**config.mk**
```make
export PLATFORM = sky130hd
export DESIGN_NAME = hadamard_precoder_8x4_flat
export DESIGN_NICKNAME = d
export VERILOG_FILES = /design/src/hpc_pkg.sv /design/src/hpc_if.sv /design/src/hpc_scale_lane.sv /design/src/hpc_combine.sv /design/src/hadamard_precoder_8x4.sv /design/src/flat_wrapper.sv
export SDC_FILE = /design/constraint.sdc
export NUM_CORES = 2
export LEC_CHECK = 0
export ABC_AREA = 1
export CAP_MARGIN = 30
export CORE_ASPECT_RATIO = 2
export CORE_MARGIN = 2
export CORE_UTILIZATION = 35
export DETAILED_ROUTE_END_ITERATION = 10
export DONT_BUFFER_PORTS = 1
export SLEW_MARGIN = 20
export SYNTH_ARGS = -nofsm -noshare
export SYNTH_HDL_FRONTEND = slang
export SYNTH_SLANG_ARGS = --single-unit
```
**constraint.sdc**
```tcl
create_clock -name i_clk -period 19.4 [get_ports i_clk]
set_clock_uncertainty 0.15 [all_clocks]
set_input_delay 0.97 -clock i_clk [delete_from_list [all_inputs] [get_ports i_clk]]
set_output_delay 0.97 -clock i_clk [all_outputs]
set_load 0.01 [all_outputs]
```
**src/hpc_pkg.sv**
```systemverilog
// shared types and constants of the hadamard precoder
package hpc_pkg;

    localparam int NSTRM      = 4;
    localparam int NANT       = 8;
    localparam int SAMPLE_W   = 16;
    localparam int PART_W     = 18;
    localparam int OUT_W      = 14;
    localparam int OUT_LSB    = 4;
    localparam int ANT_W      = $clog2(NANT);
    localparam int CFG_IDX_W  = 3;
    localparam int CFG_DATA_W = 8;
    localparam int SCALE_W    = 18;
    localparam int PROD_W     = SAMPLE_W + SCALE_W;

    // 92681 / 16, four fraction bits
    localparam logic signed [SCALE_W-1:0] SCALE_Q4 = 18'sd92681;

    typedef logic signed [SAMPLE_W-1:0] t_sample;
    typedef logic signed [PART_W-1:0]   t_part;
    typedef t_part                      t_part_arr [NSTRM];

    typedef enum logic [CFG_IDX_W-1:0] {
        CFG_AP_MODE       = 3'd0,
        CFG_USER_INDEX    = 3'd1,
        CFG_STREAM0_OWNER = 3'd2,
        CFG_STREAM1_OWNER = 3'd3,
        CFG_STREAM2_OWNER = 3'd4,
        CFG_STREAM3_OWNER = 3'd5
    } t_cfg_idx;

    // 1 = subtract stream j on antenna row r
    localparam logic [NSTRM-1:0] HAD_NEG [NSTRM] = '{
        4'b0000,
        4'b1010,
        4'b1100,
        4'b0110
    };

    typedef struct packed {
        logic load;
        logic keep;
    } t_lane_ctl;

endpackage

```
**src/hpc_if.sv**
```systemverilog
// channel interfaces of the hadamard precoder
interface hpc_in_if;
    logic        valid;
    logic        ready;
    logic signed [15:0] s0_re;
    logic signed [15:0] s0_im;
    logic signed [15:0] s1_re;
    logic signed [15:0] s1_im;
    logic signed [15:0] s2_re;
    logic signed [15:0] s2_im;
    logic signed [15:0] s3_re;
    logic signed [15:0] s3_im;

    modport source (
        output valid, s0_re, s0_im, s1_re, s1_im, s2_re, s2_im, s3_re, s3_im,
        input  ready
    );
    modport sink (
        input  valid, s0_re, s0_im, s1_re, s1_im, s2_re, s2_im, s3_re, s3_im,
        output ready
    );
endinterface

interface hpc_out_if;
    logic        valid;
    logic        ready;
    logic [2:0]  antenna;
    logic signed [13:0] out_re;
    logic signed [13:0] out_im;
    logic        last;

    modport source (output valid, antenna, out_re, out_im, last, input ready);
    modport sink   (input valid, antenna, out_re, out_im, last, output ready);
endinterface

interface hpc_cfg_if;
    logic        valid;
    logic        ready;
    logic [2:0]  index;
    logic [7:0]  data;

    modport source (output valid, index, data, input ready);
    modport sink   (input valid, index, data, output ready);
endinterface

```
**src/hpc_scale_lane.sv**
```systemverilog
// one stream lane: scales a complex sample, or zeroes it when not kept, and holds it for the antenna pass
module hpc_scale_lane
    import hpc_pkg::*;
(
    input  logic      i_clk,
    input  t_lane_ctl i_ctl,
    input  t_sample   i_re,
    input  t_sample   i_im,
    output t_part     o_re,
    output t_part     o_im
);

    logic signed [PROD_W-1:0] w_prod_re;
    logic signed [PROD_W-1:0] w_prod_im;
    t_part                    n_re;
    t_part                    n_im;
    t_part                    r_re;
    t_part                    r_im;

    always_comb begin
        w_prod_re = PROD_W'(i_re) * PROD_W'(SCALE_Q4);
        w_prod_im = PROD_W'(i_im) * PROD_W'(SCALE_Q4);
        // keep bits 31..15 and sign extend to the accumulator width
        n_re = i_ctl.keep ? {w_prod_re[31], w_prod_re[31:15]} : '0;
        n_im = i_ctl.keep ? {w_prod_im[31], w_prod_im[31:15]} : '0;
    end

    always_ff @(posedge i_clk) begin
        if (i_ctl.load) begin
            r_re <= n_re;
            r_im <= n_im;
        end
    end

    assign o_re = r_re;
    assign o_im = r_im;

endmodule

```
**src/hpc_combine.sv**
```systemverilog
// merging stage: walks the eight antennas and sums the signed lane values
module hpc_combine
    import hpc_pkg::*;
(
    input  logic             i_clk,
    input  logic             i_rst_n,
    input  logic             i_load,
    output logic             o_free,
    input  t_part_arr        i_re,
    input  t_part_arr        i_im,
    hpc_out_if.source        o_out
);

    logic             r_s_vld;
    logic [ANT_W-1:0] r_ant;
    logic             r_o_vld;
    logic [ANT_W-1:0] r_o_ant;
    logic [OUT_W-1:0] r_o_re;
    logic [OUT_W-1:0] r_o_im;
    logic             r_o_last;

    logic             w_adv;
    logic             w_emit;
    logic             w_last;
    logic [NSTRM-1:0] w_neg;
    t_part            n_acc_re;
    t_part            n_acc_im;

    always_comb begin
        w_adv  = !r_o_vld || o_out.ready;
        w_emit = r_s_vld && w_adv;
        w_last = (r_ant == ANT_W'(NANT - 1));
        o_free = !r_s_vld || (w_emit && w_last);
        w_neg  = HAD_NEG[r_ant[1:0]];
        n_acc_re = '0;
        n_acc_im = '0;
        for (int j = 0; j < NSTRM; j++) begin
            if (w_neg[j]) begin
                n_acc_re = n_acc_re - i_re[j];
                n_acc_im = n_acc_im - i_im[j];
            end else begin
                n_acc_re = n_acc_re + i_re[j];
                n_acc_im = n_acc_im + i_im[j];
            end
        end
    end

    always_ff @(posedge i_clk) begin
        if (!i_rst_n) begin
            r_s_vld <= 1'b0;
            r_ant   <= '0;
            r_o_vld <= 1'b0;
        end else begin
            if (i_load) begin
                r_s_vld <= 1'b1;
            end else if (w_emit && w_last) begin
                r_s_vld <= 1'b0;
            end
            if (w_emit) begin
                r_ant <= r_ant + 1'b1;
            end
            if (w_adv) begin
                r_o_vld <= w_emit;
            end
        end
    end

    always_ff @(posedge i_clk) begin
        if (w_emit) begin
            r_o_ant  <= r_ant;
            r_o_re   <= n_acc_re[OUT_LSB +: OUT_W];
            r_o_im   <= n_acc_im[OUT_LSB +: OUT_W];
            r_o_last <= w_last;
        end
    end

    assign o_out.valid   = r_o_vld;
    assign o_out.antenna = r_o_ant;
    assign o_out.out_re  = r_o_re;
    assign o_out.out_im  = r_o_im;
    assign o_out.last    = r_o_last;

endmodule

```
**src/hadamard_precoder_8x4.sv**
```systemverilog
// top level of the eight-antenna hadamard precoder for four complex streams
//
//  channel  dir  modport  payload
//  i_in     in   sink     s0_re..s3_im, 16-bit signed q1.15
//  o_out    out  source   antenna[2:0], out_re[13:0], out_im[13:0], last
//  i_cfg    in   sink     index[2:0], data[7:0], write request
//
// one input request yields eight results, one per cycle while the output is not
// stalled; that rate is set by the single result port
// the next item is taken in the cycle its predecessor's last antenna moves
// to the output register, so items stream with no gap
// synchronous active-low reset clears control state and sets the config registers to ap mode on, user 0, owners 0
// a stalled output holds its result; the antenna pass pauses with it
module hadamard_precoder_8x4
    import hpc_pkg::*;
#(
    parameter int UE_BITS = 2
) (
    input  logic      i_clk,
    input  logic      i_rst_n,
    hpc_in_if.sink    i_in,
    hpc_out_if.source o_out,
    hpc_cfg_if.sink   i_cfg
);

    // configuration registers
    logic               r_ap_mode;
    logic [UE_BITS-1:0] r_user;
    logic [UE_BITS-1:0] r_owner [NSTRM];

    logic               w_free;
    logic               w_load;
    logic [NSTRM-1:0]   w_keep;
    t_lane_ctl          w_ctl [NSTRM];
    t_sample            w_in_re [NSTRM];
    t_sample            w_in_im [NSTRM];
    t_part_arr          w_re;
    t_part_arr          w_im;

    // config writes are always taken; unknown indexes fall through
    assign i_cfg.ready = 1'b1;

    always_ff @(posedge i_clk) begin
        if (!i_rst_n) begin
            r_ap_mode <= 1'b1;
            r_user    <= '0;
            for (int j = 0; j < NSTRM; j++) begin
                r_owner[j] <= '0;
            end
        end else if (i_cfg.valid) begin
            case (i_cfg.index)
                CFG_AP_MODE:       r_ap_mode  <= i_cfg.data[0];
                CFG_USER_INDEX:    r_user     <= i_cfg.data[UE_BITS-1:0];
                CFG_STREAM0_OWNER: r_owner[0] <= i_cfg.data[UE_BITS-1:0];
                CFG_STREAM1_OWNER: r_owner[1] <= i_cfg.data[UE_BITS-1:0];
                CFG_STREAM2_OWNER: r_owner[2] <= i_cfg.data[UE_BITS-1:0];
                CFG_STREAM3_OWNER: r_owner[3] <= i_cfg.data[UE_BITS-1:0];
                default: ;
            endcase
        end
    end

    // input side: a new sample set loads the lanes once the merge stage frees up
    assign i_in.ready = w_free;
    assign w_load     = i_in.valid && w_free;

    assign w_in_re[0] = i_in.s0_re;
    assign w_in_im[0] = i_in.s0_im;
    assign w_in_re[1] = i_in.s1_re;
    assign w_in_im[1] = i_in.s1_im;
    assign w_in_re[2] = i_in.s2_re;
    assign w_in_im[2] = i_in.s2_im;
    assign w_in_re[3] = i_in.s3_re;
    assign w_in_im[3] = i_in.s3_im;

    // stream lanes: scale, and outside ap mode mask streams that belong to another user
    for (genvar g = 0; g < NSTRM; g++) begin : g_lane
        assign w_keep[g]     = r_ap_mode || (r_owner[g] == r_user);
        assign w_ctl[g].load = w_load;
        assign w_ctl[g].keep = w_keep[g];

        hpc_scale_lane u_lane (
            .i_clk (i_clk),
            .i_ctl (w_ctl[g]),
            .i_re  (w_in_re[g]),
            .i_im  (w_in_im[g]),
            .o_re  (w_re[g]),
            .o_im  (w_im[g])
        );
    end

    // merge: one antenna per cycle into the output register while the output is not stalled
    hpc_combine u_combine (
        .i_clk   (i_clk),
        .i_rst_n (i_rst_n),
        .i_load  (w_load),
        .o_free  (w_free),
        .i_re    (w_re),
        .i_im    (w_im),
        .o_out   (o_out)
    );

endmodule

```
**src/flat_wrapper.sv**
```systemverilog
// flat-port wrapper written by rule: the top's interface ports become plain ports
module hadamard_precoder_8x4_flat import hpc_pkg::*;
#(
    parameter int UE_BITS = 2
)
  (i_clk, i_rst_n, i_in_valid, i_in_s0_re, i_in_s0_im, i_in_s1_re, i_in_s1_im, i_in_s2_re, i_in_s2_im, i_in_s3_re, i_in_s3_im, i_in_ready, o_out_valid, o_out_antenna, o_out_out_re, o_out_out_im, o_out_last, o_out_ready, i_cfg_valid, i_cfg_index, i_cfg_data, i_cfg_ready);
  hpc_in_if i_in_i ();
  hpc_out_if o_out_i ();
  hpc_cfg_if i_cfg_i ();
  input  logic i_clk;
  input  logic i_rst_n;
  input wire logic [$bits(i_in_i.valid)-1:0] i_in_valid;
  input wire logic [$bits(i_in_i.s0_re)-1:0] i_in_s0_re;
  input wire logic [$bits(i_in_i.s0_im)-1:0] i_in_s0_im;
  input wire logic [$bits(i_in_i.s1_re)-1:0] i_in_s1_re;
  input wire logic [$bits(i_in_i.s1_im)-1:0] i_in_s1_im;
  input wire logic [$bits(i_in_i.s2_re)-1:0] i_in_s2_re;
  input wire logic [$bits(i_in_i.s2_im)-1:0] i_in_s2_im;
  input wire logic [$bits(i_in_i.s3_re)-1:0] i_in_s3_re;
  input wire logic [$bits(i_in_i.s3_im)-1:0] i_in_s3_im;
  output wire logic [$bits(i_in_i.ready)-1:0] i_in_ready;
  output wire logic [$bits(o_out_i.valid)-1:0] o_out_valid;
  output wire logic [$bits(o_out_i.antenna)-1:0] o_out_antenna;
  output wire logic [$bits(o_out_i.out_re)-1:0] o_out_out_re;
  output wire logic [$bits(o_out_i.out_im)-1:0] o_out_out_im;
  output wire logic [$bits(o_out_i.last)-1:0] o_out_last;
  input wire logic [$bits(o_out_i.ready)-1:0] o_out_ready;
  input wire logic [$bits(i_cfg_i.valid)-1:0] i_cfg_valid;
  input wire logic [$bits(i_cfg_i.index)-1:0] i_cfg_index;
  input wire logic [$bits(i_cfg_i.data)-1:0] i_cfg_data;
  output wire logic [$bits(i_cfg_i.ready)-1:0] i_cfg_ready;
  assign i_in_i.valid = i_in_valid;
  assign i_in_i.s0_re = i_in_s0_re;
  assign i_in_i.s0_im = i_in_s0_im;
  assign i_in_i.s1_re = i_in_s1_re;
  assign i_in_i.s1_im = i_in_s1_im;
  assign i_in_i.s2_re = i_in_s2_re;
  assign i_in_i.s2_im = i_in_s2_im;
  assign i_in_i.s3_re = i_in_s3_re;
  assign i_in_i.s3_im = i_in_s3_im;
  assign i_in_ready = i_in_i.ready;
  assign o_out_valid = o_out_i.valid;
  assign o_out_antenna = o_out_i.antenna;
  assign o_out_out_re = o_out_i.out_re;
  assign o_out_out_im = o_out_i.out_im;
  assign o_out_last = o_out_i.last;
  assign o_out_i.ready = o_out_ready;
  assign i_cfg_i.valid = i_cfg_valid;
  assign i_cfg_i.index = i_cfg_index;
  assign i_cfg_i.data = i_cfg_data;
  assign i_cfg_ready = i_cfg_i.ready;
  hadamard_precoder_8x4 #(.UE_BITS(UE_BITS)) u_core (.i_clk(i_clk), .i_rst_n(i_rst_n), .i_in(i_in_i), .o_out(o_out_i), .i_cfg(i_cfg_i));
endmodule
```
Word-level counts from Yosys, hierarchy flattened
Memory sizes are Yosys's and may differ from the RTL's.
Cells that the tools add are included.
W data, S select, Z words.
{"block": "classes", "n_addsub": 15, "multipliers": 8, "n_lt_le_gt_ge": 1, "eq_ne": 10, "n_mux": 34, "bitwise_logic": 5, "reduce_logical": 15}
{"op": "$mul A16 B18 Y32 const B", "count": 8}
{"op": "$mux W18", "count": 8}
{"op": "$add A18 B17 Y18", "count": 6}
{"op": "$sub A18 B17 Y18", "count": 6}
{"op": "$sub A1 B17 Y18 const A", "count": 2}
{"op": "$mux W1", "count": 19}
{"op": "$eq A3 B3 Y1 const B", "count": 3}
{"op": "$bmux W4 S2", "count": 1}
{"op": "$eq A2 B2 Y1", "count": 4}
{"op": "$mux W2", "count": 4}
{"op": "$mux W4", "count": 2}
{"op": "$eq A3 B2 Y1 const B", "count": 2}
{"op": "$logic_or A1 B1 Y1", "count": 6}
{"op": "$or A1 B1 Y1", "count": 4}
{"op": "$reduce_and A2 Y1", "count": 2}
{"op": "$add A3 B1 Y3 const B", "count": 1}
{"op": "$eq A3 B1 Y1 const B", "count": 1}
{"op": "$ge A3 B3 Y1 const B", "count": 1}
{"op": "$logic_and A1 B1 Y1", "count": 3}
{"op": "$logic_not A3 Y1", "count": 1}
{"op": "$not A2 Y3", "count": 1}
{"op": "$logic_not A1 Y1", "count": 2}
{"op": "$reduce_bool A2 Y1", "count": 1}
{"block": "totals", "register_bits": 176, "ram_bits": 8, "in_bits": 144, "out_inout_bits": 35, "wordCells": 106, "memories": 1}
{"memory": "u_core.r_owner", "words": 4, "word_bits": 2, "rd": 4, "rd_clocked_by_memory_dff": 0, "wr": 4, "line_no": "hadamard_precoder_8x4.sv:29", "text": "logic [UE_BITS-1:0] r_owner [NSTRM];"}

Logic depth before layout (Yosys ltp)
{"block": "logic_depth", "word_depth": 11, "depth_mapped": 35, "mapped_depth_nobuf": 35}

By module
From an unflattened synthesis, not the netlist that was laid out.
{"block": "hier_totals", "hier_cells": 6927, "hier_area_um2": 51057.7}
{"module": "hpc_scale_lane (u_core.g_lane[0].u_lane)", "instances": 1, "cells_per_inst": 1410, "area_each_um2": 10601.4, "seq_area_each_um2": 1021.0}
{"module": "hpc_scale_lane (u_core.g_lane[2].u_lane)", "instances": 1, "cells_per_inst": 1392, "area_each_um2": 10515.1, "seq_area_each_um2": 1021.0}
{"module": "hpc_scale_lane (u_core.g_lane[3].u_lane)", "instances": 1, "cells_per_inst": 1394, "area_each_um2": 10510.1, "seq_area_each_um2": 1021.0}
{"module": "hpc_scale_lane (u_core.g_lane[1].u_lane)", "instances": 1, "cells_per_inst": 1381, "area_each_um2": 10458.8, "seq_area_each_um2": 1021.0}
{"module": "hpc_combine", "instances": 1, "cells_per_inst": 1274, "area_each_um2": 8343.0, "seq_area_each_um2": 1061.0}
{"module": "hadamard_precoder_8x4", "instances": 1, "cells_per_inst": 76, "area_each_um2": 629.4, "seq_area_each_um2": 300.3}

Least setup slack after synthesis
OpenSTA, ideal clock, no wires.
{"block": "synth_timing", "path_kind": "input-to-reg", "startpoint": "in o_out_ready", "endpoint": "reg u_core.g_lane[0].u_lane.r_im[0] (enable)", "setup_time_ps": 632, "t_arrival_ps": 6804, "required_ps": 18618, "path_slack_ps": 11814, "stages": 4, "path_buffers": 0, "path_cell_list": "inv_1 > nand2_1 > a21oi_1 > nor2_1"}
{"element": "start: declaration", "line_no": "flat_wrapper.sv:27", "text": "input wire logic [$bits(o_out_i.ready)-1:0] o_out_ready;"}
{"element": "end signal: assignment", "line_no": "hpc_scale_lane.sv:31", "text": "r_im <= n_im;"}
{"element": "end: declaration", "line_no": "hpc_scale_lane.sv:18", "text": "t_part r_im;"}

Final worst setup path
{"block": "layout_timing", "startpoint": "reg u_core.g_lane[1].u_lane.r_im[0]", "endpoint": "reg u_core.u_combine.r_o_im[13], in the netlist u_core.u_combine.o_out.out_im[13], data pin"}
{"block": "layout_between", "elab_chain_cells": 6, "elab_cells_between_ends": 9, "classes_between": "add/sub: 6; mux: 3"}
{"element": "start: declaration", "line_no": "hpc_scale_lane.sv:18"}
{"element": "start signal: assignment", "line_no": "hpc_scale_lane.sv:31"}
{"element": "$add A18 B17 Y18 / $sub A18 B17 Y18 (equally long branches)", "line_no": "hpc_combine.sv:43, hpc_combine.sv:40"}
{"element": "$mux W18 *", "line_no": "hpc_combine.sv:38", "text": "if (w_neg[j]) begin"}
{"element": "$add A18 B17 Y18 / $sub A18 B17 Y18 (equally long branches)", "line_no": "hpc_combine.sv:43, hpc_combine.sv:40"}
{"element": "$mux W18 *", "line_no": "hpc_combine.sv:38"}
{"element": "$add A18 B17 Y18 / $sub A18 B17 Y18 (equally long branches)", "line_no": "hpc_combine.sv:43, hpc_combine.sv:40"}
{"element": "$mux W18 *", "line_no": "hpc_combine.sv:38"}
{"element": "via u_core.u_combine.n_acc_im[17]", "line_no": "hpc_combine.sv:27", "text": "t_part n_acc_im;"}
{"element": "end signal: assignment", "line_no": "hpc_combine.sv:72", "text": "r_o_im <= n_acc_im[OUT_LSB +: OUT_W];"}
{"element": "end: declaration", "line_no": "hpc_combine.sv:19", "text": "logic [OUT_W-1:0] r_o_im;"}
The timed path passes the listed nets; every way through them passes the cells marked *.
A chain may end at the register's enable or synchronous reset.

==> metrics <==
RSZ-0062 raised after global routing=no; die outline width=~260 um; Setup-failing EPs final=0; I/O pins=179; largest net degree at the start of global routing=between 70 and 80; reg-to-reg startpoint=u_core.g_lane[1].u_lane.o_im[0]; slew margin rel.=a little under two fifths; core area=~130000 um^2; Worst EP required=19470 ps; CP Depth=30; Peak Freq=0.1550 GHz; drt drc=0; total clock sinks=184; cell area after synthesis=46820 um^2; worst path bufs/invs=4; Iteration-0 DRC Markers=1357; Routed Antenna Nets=0; Post-Syn Area per Cell=between 8 and 9 um^2; Post-CTS Setup Repair Bufs=0; Reg2Reg Depth=30; Post-synth ARST share=0%; area of the multi-input gates=~36000 um^2; Via density=4.977; Die H=about 520 um; Compound-Gate Fraction of Synth Area=around a tenth; Yosys reg bits=between 150 and 200; # fillers=between 10000 and 15000; Tot GR Track Use=a little under a fifth; Least-Margin Pin Slew=around 940 ps; layout cells sized above 1=1.706%; worst setup margin=12950 ps; Area growth syn-to-layout=5.750%; sequential fraction of the synthesis area=between 10% and 20%; CTS Root Cell=clkbuf_16; Area after DPL=roughly 49000 um^2; CP startpoint kind=flop; TritonCTS clock tree=done; Tcrit/Tclk final=between 30 and 40%; Clock Path Buffers=2; post-detail-place hpwl=113.0 mm; most used cell, CP=nand2_1; GRT met1 Usage=between 10% and 20%; Avg WL per Cell=16.78 um; multiplexer share of the synthesized area=0%; Crit-path slowest cell=o311ai_0; fin crit period=6453 ps; GPL Wtd Cong=roughly 0.93; max cap viols=0; Register Area=roughly 5400 um^2; first-pass GRT wire length=about 200 mm; # nets final=around 7400; Setup crit end kind=flop; worst skew pair latency=490 ps; Critical R2R Capture=u_core.u_combine.o_out.out_im[13]; Yosys cell types=55; buffers added on ports=0; dominant synthesized flop cell=edfxtp_1; Adder-Cell Fraction of Synth Area=a little under 50%; CTS buffer count=17; main combinational cell family by area after synthesis=adder cells; CP Capture Point=u_core.u_combine.o_out.out_im[13]; Slew Viols, Final=0; Die ar.=approximately 140000 um^2; met2 usage=between 30% and 40%; hold_buf cts=0; Crit path max-delay family=simple AND/OR/NAND/NOR gates; Setup CP Type=flop to flop; vias in the first global route=approximately 40000; Synthesis Warnings=0; M3 GR Usage=a little under 2%; routed wire length=about 130 mm; vias=between 30000 and 40000; pre-CTS WS=~13000 ps; Post-synth EDFFs=approximately 180; Overflow after GRT=0; reg2reg setup slack=12950 ps; Final Hold Vio Count=0; fin area=49520 um^2; starting density of the core=around a third; crit path from=u_core.g_lane[1].u_lane.o_im[0]; First-pass DRT Iterations=5; CTS clk-pin slew, worst paths=~80 ps; Sum Neg Setup Slack=0 ps; Post-Synth Simple-Gate Area=13.56%; post-synthesis xor/xnor area fraction=3.760%; Critical Path AT=roughly 6500 ps; PostCTS Resize Cnt=0; initial antenna violation count=1; hold crit path type=flop to flop; Rows=around 190; htree depth=4; status=finished clean; CP Max Fanout=5; crit-path max cell delay=around 650 ps; Mapped Cells=around 5700; layer with the highest usage=met2; syn nets=~7400
==> logic make-up (layout without fill, tap and decap cells) <==
| logic type | count (synthesis) | after routing |
|---|---|---|
| flops | 184 | 184 |
| fa+ha+maj | 1568 | 1568 |
| buf+inv | 1372 | 1388 |
| xor+xnor | 201 | 201 |
| other cells | 1 | 2 |
| simple gates | 1516 | 1516 |
| compound gates | 885 | 885 |
==> area by class of cell <==
| type | count | share of cell area, % |
|---|---|---|
| antenna | 1 | 0.005054 |
| clock buffer | 19 | 0.8743 |
| clock inverter | 13 | 0.2653 |
| inverter | 1347 | 10.21 |
| multi-input combinational | 4171 | 73.13 |
| sequential | 184 | 11.00 |
| tap | 1719 | 4.344 |
| timing repair buffer | 9 | 0.1769 |
==> through the flow <==
step,instances,utilization (%),hold slack (ps)
floorplan,5727,-,282.3
global placement,7429,36.88,294.1
detailed placement,7429,36.88,312.7
CTS,7461,37.30,330.5
global route,7463,37.33,352.6
finish,7463,37.33,323.4
==> worst min path at each step <==
stage / start / end / slack (ps) / cells past startpoint
after floorplan: u_core.u_combine.r_ant[1] / u_core.u_combine.o_out.antenna[1] / 280 / 0
after global placement: u_core.u_combine.r_ant[2] / u_core.u_combine.o_out.antenna[2] / 290 / 0
after detailed placement: u_core.u_combine.r_ant[2] / u_core.u_combine.o_out.antenna[2] / 310 / 0
after CTS: u_core.u_combine.r_ant[2] / u_core.u_combine.o_out.antenna[2] / 330 / 0
after global routing: u_core.u_combine.r_ant[2] / u_core.u_combine.o_out.antenna[2] / 350 / 0
final: u_core.u_combine.r_ant[2] / u_core.u_combine.o_out.antenna[2] / 320 / 0
==> per-layer routing <==
metal / vias up / routed length [um]
met3: 280 / 3334
met5: - / 0
met4: 0 / 6820
met2: 647 / 71040
li1: 18560 / -
met1: 17657 / 44050
==> synth_stat cells (all sizes together), types with 2 or more instances <==
cell	n	area, um^2
a211oi	4	30.03
a21boi	13	97.59
a21o	39	292.8
a21oi	433	2197
a31o	3	26.28
a31oi	38	237.7
and2	2	12.51
buf	12	71.32
clkbuf	13	48.80
dfxtp	8	160.2
edfxtp	176	5285
fa	476	9529
ha	1092	13660
inv	1346	5052
nand2	765	2904
nand3	168	875.8
nand3b	3	22.52
nand4	59	369.1
nor2	431	1653
nor3	60	315.3
nor4	13	87.58
o2111ai	2	17.52
o211ai	5	37.54
o21a	20	150.1
o21ai	273	1378
o21bai	30	225.2
o311ai	3	26.28
o31ai	22	183.9
or2	12	82.58
xnor2	74	648.1
xor2	127	1112
==> flip-flops by register name (all words and copies together) (netlist names), 2 cells and up <==
register	flops
u_core.g_lane.u_lane.o_re	68
u_core.u_combine.o_out.out_im	14
u_core.u_combine.o_out.antenna	3
u_core.r_owner	8
u_core.r_user	2
u_core.u_combine.o_out.out_re	14
u_core.g_lane.u_lane.o_im	68
u_core.u_combine.r_ant	3
==> cells in the final DEF, fill, tap and decap left out, types with 5 or more instances in the layout <==
cell / count
a21o_1: 39
inv_8: 5
fa_1: 476
clkbuf_16: 17
nand3_1: 161
xnor2_1: 74
nor2_2: 5
buf_4: 8
inv_1: 1343
nand4_1: 59
nor2_1: 422
a21oi_1: 425
edfxtp_1: 176
nand2_2: 7
o21ai_0: 257
a21oi_2: 8
nor3_1: 57
o21bai_1: 30
a31oi_1: 38
nand3_2: 7
o211ai_1: 5
ha_1: 1092
nor4_1: 12
o31ai_1: 20
dfxtp_1: 8
a21boi_0: 10
nand2_1: 756
xor2_1: 127
o21ai_1: 13
o21a_1: 20
or2_2: 7
Power is left out: the tool's default activity adds up to more than one toggle a clock period on the data nets, which glitch-free logic cannot reach.
